==> src/indexed_priority_queue_assert.svh <==
// Assertion macros for the indexed priority queue
`ifndef INDEXED_PRIORITY_QUEUE_ASSERT_SVH
`define INDEXED_PRIORITY_QUEUE_ASSERT_SVH

// same-cycle implication
`define IPQ_ASSERT_NOW(label, clk, rst, ante, cons) \
   label: assert property (@(posedge clk) disable iff (rst) (ante) |-> (cons)) \
      else $error("ipq check failed");

// next-cycle implication
`define IPQ_ASSERT_NEXT(label, clk, rst, ante, cons) \
   label: assert property (@(posedge clk) disable iff (rst) (ante) |=> (cons)) \
      else $error("ipq check failed");

`endif

==> src/ipq_pkg.sv <==
`default_nettype none
package ipq_pkg;
   localparam int ID_W   = 6;
   localparam int PRIO_W = 32;
   localparam int CNT_W  = 7;
   localparam int TYPE_W = 3;

   localparam logic [TYPE_W-1:0] REQ_INSERT = 3'd0;
   localparam logic [TYPE_W-1:0] REQ_RAISE  = 3'd1;
   localparam logic [TYPE_W-1:0] REQ_LOWER  = 3'd2;
   localparam logic [TYPE_W-1:0] REQ_REMOVE = 3'd3;
   localparam logic [TYPE_W-1:0] REQ_QUERY  = 3'd4;

   typedef struct packed {
      logic [ID_W-1:0]          id;
      logic signed [PRIO_W-1:0] prio;
   } entry_type;

   typedef struct packed {
      logic gt;
      logic eq;
   } cmp_type;
endpackage
`default_nettype wire

==> src/ipq_cmp.sv <==
`default_nettype none
module ipq_cmp (
   input  logic signed [ipq_pkg::PRIO_W-1:0] a,
   input  logic signed [ipq_pkg::PRIO_W-1:0] b,
   output ipq_pkg::cmp_type                  res
);
   import ipq_pkg::*;

   // signed order matches Q16.16 priority order
   assign res.gt = (a > b);
   assign res.eq = (a == b);
endmodule
`default_nettype wire
==> config.mk <==
export PLATFORM = sky130hd
export DESIGN_NAME = ipq_cmp
export DESIGN_NICKNAME = d
export VERILOG_FILES = /design/src/indexed_priority_queue_assert.svh /design/src/ipq_pkg.sv /design/src/ipq_cmp.sv
export SDC_FILE = /design/constraint.sdc
export NUM_CORES = 1
export LEC_CHECK = 0
export ABC_CLOCK_PERIOD_IN_PS = 4400
export BUFFER_PORTS_ARGS = -buffer_cell sky130_fd_sc_hd__buf_2
export CORE_MARGIN = 5
export CORE_UTILIZATION = 44
export DETAILED_ROUTE_END_ITERATION = 8
export PLACE_DENSITY = 0.88
export SLEW_MARGIN = 0
export SYNTH_ARGS = -nofsm -noshare
export SYNTH_HDL_FRONTEND = slang
export SYNTH_SLANG_ARGS = --single-unit
==> constraint.sdc <==
create_clock -name vclk -period 4.4
set_input_delay 0.22 -clock vclk [all_inputs]
set_output_delay 0.22 -clock vclk [all_outputs]
set_load 0.01 [all_outputs]
==> impl_results.md <==
- Remaining global-route overflow: 0
- Synth top area share: 47.4%
- Core box area: 1780 sq um
- Synth Warn #: 0
- Comb power frac: 100.0%
- DRT antenna net count: 0
- Post-DP HPWL: 2.21 mm
- Final #Nets: 278
- # diodes: 0
- CP required: 4180 ps
- Net switching power: 0.0000454 W
- Crit path max fanout: 3
- FF+latch area: 0 sq um
- Fin. Hold Viols: 0
- Crit. End Element: output pin
- Cell variety after synth: 23
- CP delay by family, top: simple AND/OR/NAND/NOR gates
- Post-Syn Instances: 114
- RSZ-0062 raised after global routing: false
- Initial Util: 47.4%
- DP Area: 1210 sq um
- Crit path top cell by count: buf_2
- Most common cell in the netlist: inv_1
- Synth Net Count: 210
- Post-CTS Hold Buffers: 0
- CP max stage cell: nor4_4
- PwrDens: 80.7 nW/um^2
- DR iter-0 viols: 6
- Num rows: 15
- Clock buffer count: 0
- Max-slew violations: 0
- Resized Gates After CTS: 0
- Status: completed
- Sequential area share after synthesis: 0%
- Leakage: 0.824 nW
- DIE AREA: 2900 sq um
- Tmin final: 2220 ps
- Max cap viols: 0
- Tcrit/Tclk final: 50.4%
- CP peak stage delay: 370 ps
- Syn Area/Cell: 7.41 sq um
- Post-place setup slack: 2210 ps
- Synth Cell Area: 845 sq um
- Post-synth top cells: inv_1 (33), ha_1 (32), a21oi_1 (8)
- Die Ht: 53.8 um
- Clock Power Share: 0%
- Layout cells sized above 1: 38.3%
- Sequential cells: 0
- Number of I/O pins: 66
- # DRC: 0
- Total power: 0.0000973 W
- Number of global-route vias before repair: 1021
- Internal power: 0.0000519 W
- GRT Total Usage: 15.4%
- Antenna violations before repair: 0
- Crit path DAT: 2000 ps
- Via/cell ratio: 4.95
- Switching Fraction: 46.7%
- Area grow syn2layout: 42.8%
- Final Setup Violations: 0
- Cell chain of the critical path: buf_2 > inv_1 > ha_1 > nand4_1 > nor4_4 > o21ai_0 > a31oi_1 > o221ai_1 > nand2b_1 > buf_2
- Post-route cell area: 1210 sq um
- Worst min path class: in2out
- RD Place Congestion: 0.697
- Fmax: 451 MHz
- Yosys top cell by area: ha_1
- Sum of negative setup slack: 0 ps
- Die W: 53.8 um
- Main area contributors after synthesis: ha_1 (47%), inv_1 (15%), a21oi_1 (4.7%), nand4_1 (3.7%), a21o_1 (3.6%)
- Port buffer count: 66
- Worst path buffer plus inverter count: 3
- Sequential share of power: 0%
- FILL cells: 171
- DR pass1 iterations: 4
- Largest net degree at the start of global routing: 5
- Worst slew pin tran: 282 ps
- WS Path Type: in2out
- Worst setup margin: 2180 ps
- Routed len/inst: 11.2 um
- Post-CTS Setup Repair Bufs: 0
- Startpoint types: primary input
- First-pass GRT wire length: 3.51 mm
- WL final: 2.29 mm
- Total number of vias: 1015
- Max-slew headroom: 81.1%
- Maximum VDD drop: 0.0403 mV
stage by stage:
stage / util, % / hold slack [ps] / std cells
after floorplan: - / 795 / 114
after global routing: 67.6 / 1040 / 205
after global placement: 67.6 / 1010 / 205
after detailed placement: 67.6 / 1010 / 205
after CTS: 67.6 / 1010 / 205
final: 67.6 / 1000 / 205
cells by family (layout without fill, tap and decap cells):
group	Yosys count	after routing	synth area share [%]
compound gates	24	24	18.5
fa+ha+maj	32	32	47.4
buf+inv	33	99	14.7
simple gates	25	25	19.4
layout make-up:
class                      count  area, sq um  area share (%)
multi-input combinational     81          721            59.8
timing repair buffer          66          330            27.4
tap                           25         31.3            2.59
inverter                      33          124            10.3
metal layers:
layer,vias up,wire (um),global-route usage [%]
met5,-,0,0
met4,0,0,0
met3,0,183,0.277
met2,36,1290,36.1
met1,449,820,14.5
li1,530,-,-
cells in the final DEF (no fill, tap or decap), types with 2 or more instances in the layout:
cell type | synthesis | routed
a21o_1 | 4 | 4
a21oi_1 | 8 | 8
a221oi_1 | 3 | 3
buf_2 | 0 | 66
ha_1 | 32 | 32
inv_1 | 33 | 33
nand2_1 | 6 | 6
nand2b_1 | 2 | 2
nand3_1 | 2 | 2
nand4_1 | 5 | 5
nor2_1 | 2 | 2
o21ai_0 | 5 | 5
worst paths after layout:
check	start	end	slack [ps]	depth (start not counted)
setup / recovery	b[11]	res[1]	2180	10
hold / removal	b[0]	res[0]	1000	5
power groups by stage:
stage               Sequential [W]  Combinational [W]  Clock (W)
finish                           0          0.0000973          0
global route                     0           0.000113          0
global placement                 0          0.0000918          0
floorplan                        0          0.0000551          0
detailed placement               0          0.0000984          0
CTS                              0          0.0000990          0
Power figures use the tool's default switching activity.
