===== config.mk =====
export PLATFORM = sky130hd
export DESIGN_NAME = ipq_ram
export DESIGN_NICKNAME = d
export VERILOG_FILES = /design/src/indexed_priority_queue_assert.svh /design/src/ipq_ram.sv
export SDC_FILE = /design/constraint.sdc
export NUM_CORES = 2
export LEC_CHECK = 0
export BUFFER_PORTS_ARGS = -buffer_cell sky130_fd_sc_hd__buf_2
export CAP_MARGIN = 20
export CORE_AREA = 2 2 486 488
export DETAILED_ROUTE_END_ITERATION = 16
export DIE_AREA = 0 0 488 490
export PLACE_DENSITY_LB_ADDON = 0.3
export SLEW_MARGIN = 20
export SYNTH_ARGS = -nofsm -noshare
export SYNTH_HDL_FRONTEND = slang
export SYNTH_SLANG_ARGS = --single-unit

===== constraint.sdc =====
create_clock -name clock -period 3.85 [get_ports clock]
set_input_delay 0.1925 -clock clock [delete_from_list [all_inputs] [get_ports clock]]
set_output_delay 0.1925 -clock clock [all_outputs]
set_load 0.05 [all_outputs]

===== src/indexed_priority_queue_assert.svh =====
// Assertion macros for the indexed priority queue
`ifndef INDEXED_PRIORITY_QUEUE_ASSERT_SVH
`define INDEXED_PRIORITY_QUEUE_ASSERT_SVH

// same-cycle implication
`define IPQ_ASSERT_NOW(label, clk, rst, ante, cons) \
   label: assert property (@(posedge clk) disable iff (rst) (ante) |-> (cons)) \
      else $error("ipq check failed");

// next-cycle implication
`define IPQ_ASSERT_NEXT(label, clk, rst, ante, cons) \
   label: assert property (@(posedge clk) disable iff (rst) (ante) |=> (cons)) \
      else $error("ipq check failed");

`endif


===== src/ipq_ram.sv =====
`default_nettype none
module ipq_ram #(
   parameter int WIDTH = 38,
   parameter int DEPTH = 64
) (
   input  logic                     clock,
   input  logic                     wr_en,
   input  logic [$clog2(DEPTH)-1:0] wr_addr,
   input  logic [WIDTH-1:0]         wr_data,
   input  logic [$clog2(DEPTH)-1:0] rd_addr,
   output logic [WIDTH-1:0]         rd_data
);
   logic [WIDTH-1:0] mem_ff [DEPTH];
   logic [WIDTH-1:0] rd_data_ff;

   always_ff @(posedge clock) begin
      if (wr_en) begin
         mem_ff[wr_addr] <= wr_data;
      end
      rd_data_ff <= mem_ff[rd_addr];
   end

   assign rd_data = rd_data_ff;
endmodule
`default_nettype wire


==> results.tsv <==
stage	metric	value	unit
global_routing	antenna violations before repair	14	
timing	Final Critical Period	2.73	ns
timing	final hold vios	0	
floorplanning	Die ar.	239000	um2
clock_network	# hold bufs at CTS	20	
timing	Slew @ Worst Pin	1.09	ns
timing	final hold slack	0.0585	ns
clock_network	Post-CTS Setup Bufs	0	
routing	Detail Route Antenna Nets	0	
worst_setup_path	most used cell along the critical path	buf_4	
global_routing	gr ovfl total	0	
worst_setup_path	critical-path cell list	dlygate4sd3_1, buf_8, buf_4, nor2b_4, buf_4, a22oi_1, nand2_1, o22ai_1, nor2_1	
hold_path	worst hold path type	primary input to register	
yosys	net count after synthesis	4041	
timing	number of max-slew violations in the final report	0	
clock_network	clk slew on worst S/H paths	0.06	ns
timing	Final setup viols	0	
yosys	YS warnings	0	
pwr	PwrDens	519	nW/um2
clock_network	CTS Sinks	2470	
placement	number of port buffers	89	
clock_network	Clk Tree Root Cell	clkbuf_16	
yosys	#FFs+latches synth	2470	
worst_setup_path	Worst EP arrival	3.42	ns
floorplanning	Starting Density	39.7	%
clock_network	worst-skew pair later-pin latency	0.88	ns
floorplanning	core area	234000	um2
placement	gpl congestion	0.771	
clock_network	CTS H-Tree Depth	4	
routing	Routed WL per cell	32.1	um
floorplanning	Die Ht	490	um
finish	nets@finish	4372	
finish	Area Growth Syn to Fin	15.2	%
routing	Via Count	44800	
worst_setup_path	Worst Setup End Kind	register	
pwr	Peak VDD IR	0.491	mV
timing	Max Fclk	0.366	GHz
placement	Place WS	0.357	ns
routing	DRC viols	0	
pwr	Leak Pwr	33.1	nW
finish	most frequent cells in the layout	edfxtp_1, mux4_2, clkbuf_16	
routing	vias per cell	5.83	
yosys	post-synthesis sequential area ratio	79.4	%
timing	fin crit share	71.0	%
worst_setup_path	Crit Path Category	primary input to register	
worst_setup_path	Slowest-stage cell, CP	o22ai_1	
finish	most common cell after layout, fill and taps aside	edfxtp_1	
worst_setup_path	CP Buf/Inv Count	4	
global_routing	Tot GR Track Use	20.5	%
status	status	complete, no violations	
global_routing	vias in the first global route	44900	
worst_setup_path	crit start category	primary input	
clock_network	CTS tree	yes	
worst_setup_path	CP required	4.54	ns
worst_setup_path	CP top delay family	buffers and inverters	
routing	DRT Wirelength	246000	um
yosys	Synth Instances	3989	
routing	Initial DRT Pass Iterations	5	
routing	DRT iter0 DRCs	5802	
yosys	Post-Syn Area per Cell	23.3	um2
timing	Max Clock Skew	0.0675	ns
timing	unrepaired setup endpoints after global routing	false	
global_routing	largest net degree at the start of global routing	98	
timing	final setup TNS	0	ns
yosys	Synth Cell Area	92900	um2
clock_network	clk buf depth	3	
clock_network	CTS buffer count	236	
placement	Post-DP HPWL	137000	um
floorplanning	Rows	178	
timing	relative slew slack	27.0	%
worst_setup_path	CP peak stage delay	0.77	ns
timing	final worst slack	1.12	ns
clock_network	Post-CTS Resized	0	
finish	share of cells above drive strength 1	29.5	%
run	max_cap viols	0	
floorplanning	io pins	90	
global_routing	global-route wire length before repair	347000	um
worst_setup_path	crit-path max FO	29	
yosys	synth unique cells	31	
floorplanning	chip width	488	um
==> flip-flops by register name, indices dropped and copies added (netlist names) <==
register  flops
rd_data      38
mem_ff     2432
==> cell type report <==
type / instances / area (um2)
flip-flops and latches: 2470 / 73800
inverters: 1 / 3.75
well taps: 3150 / 3940
multi-input cells: 1299 / 18500
clock inverters: 137 / 1260
fillers: 19300 / 127000
clock buffers: 308 / 6380
repair buffers: 312 / 3140
diodes: 2 / 5.00
==> cells by family after synthesis <==
family,after synthesis,share of synthesized area [%]
AOI/OAI and AO/OA,344,2.49
buffers and inverters,220,1.21
DFF,2470,79.4
muxes,695,15.7
and+or+nand+nor,260,1.20
==> power breakdown <==
group | internal, W | switching, W
clock network | 0.0128 | 0.00998
logic | 0.00103 | 0.00194
registers | 0.0298 | 0.000123
total | 0.0436 | 0.0120
==> cells in the mapped netlist <==
master	instances	share of area [%]
mux4_2	608	15
o22ai_1	100	0.67
mux2_2	24	0.29
and2_1	2	0.013
nand3_1	10	0.054
nor2_1	127	0.51
nand2_1	76	0.31
or3b_2	4	0.038
edfxtp_1	2432	79
o22a_1	1	0.0094
nor3_1	9	0.048
clkbuf_1	91	0.37
buf_6	20	0.24
or3_1	2	0.013
buf_2	61	0.33
buf_1	28	0.11
o221ai_1	32	0.30
a31oi_1	1	0.0067
or2_2	3	0.020
a21oi_1	72	0.39
inv_1	1	0.0040
mux2i_1	63	0.68
nand2b_1	9	0.061
nand3b_1	5	0.040
and3_1	1	0.0067
nor2b_1	9	0.061
dfxtp_1	38	0.82
nand4_1	2	0.013
buf_4	19	0.15
a22oi_1	138	1.1
nand4b_1	1	0.0094
==> final timing paths <==
kind	start	slack, ns	to	depth (start not counted)
worst max-delay path	rd_addr[2]	1.12	rd_data[27]	9
worst min-delay path	wr_data[5]	0.06	mem_ff[54][5]	1
worst max register to register	mem_ff[20][27]	1.36	rd_data[27]	5
worst min register to register	mem_ff[34][2]	0.85	rd_data[2]	5
==> metrics by stage <==
stage / total power [W] / utilization, % / cells / area, um2
3_3_place_gp: 0.0334 / 42.3 / 7195 / 99000
3_5_place_dp: 0.0334 / 42.3 / 7195 / 99000
2_1_floorplan: 0.0320 / - / 3989 / 92900
5_1_grt: 0.0572 / 45.7 / 7677 / 107000
6_report: 0.0556 / 45.7 / 7679 / 107000
4_1_cts: 0.0560 / 45.6 / 7660 / 107000
==> routing by layer <==
| layer | part of all wire (%) | vias to the layer above | GRT usage, % | wire length, um |
|---|---|---|---|---|
| met1 | 41 | 24500 | 29.8 | 102000 |
| met5 | 0.014 | - | 0 | 34 |
| met4 | 2.3 | 6 | 4.79 | 5690 |
| met2 | 48 | 2078 | 32.4 | 118000 |
| met3 | 8.4 | 340 | 3.62 | 20700 |
| li1 | - | 17800 | - | - |
Note: power is estimated with default switching activity, not from simulation.
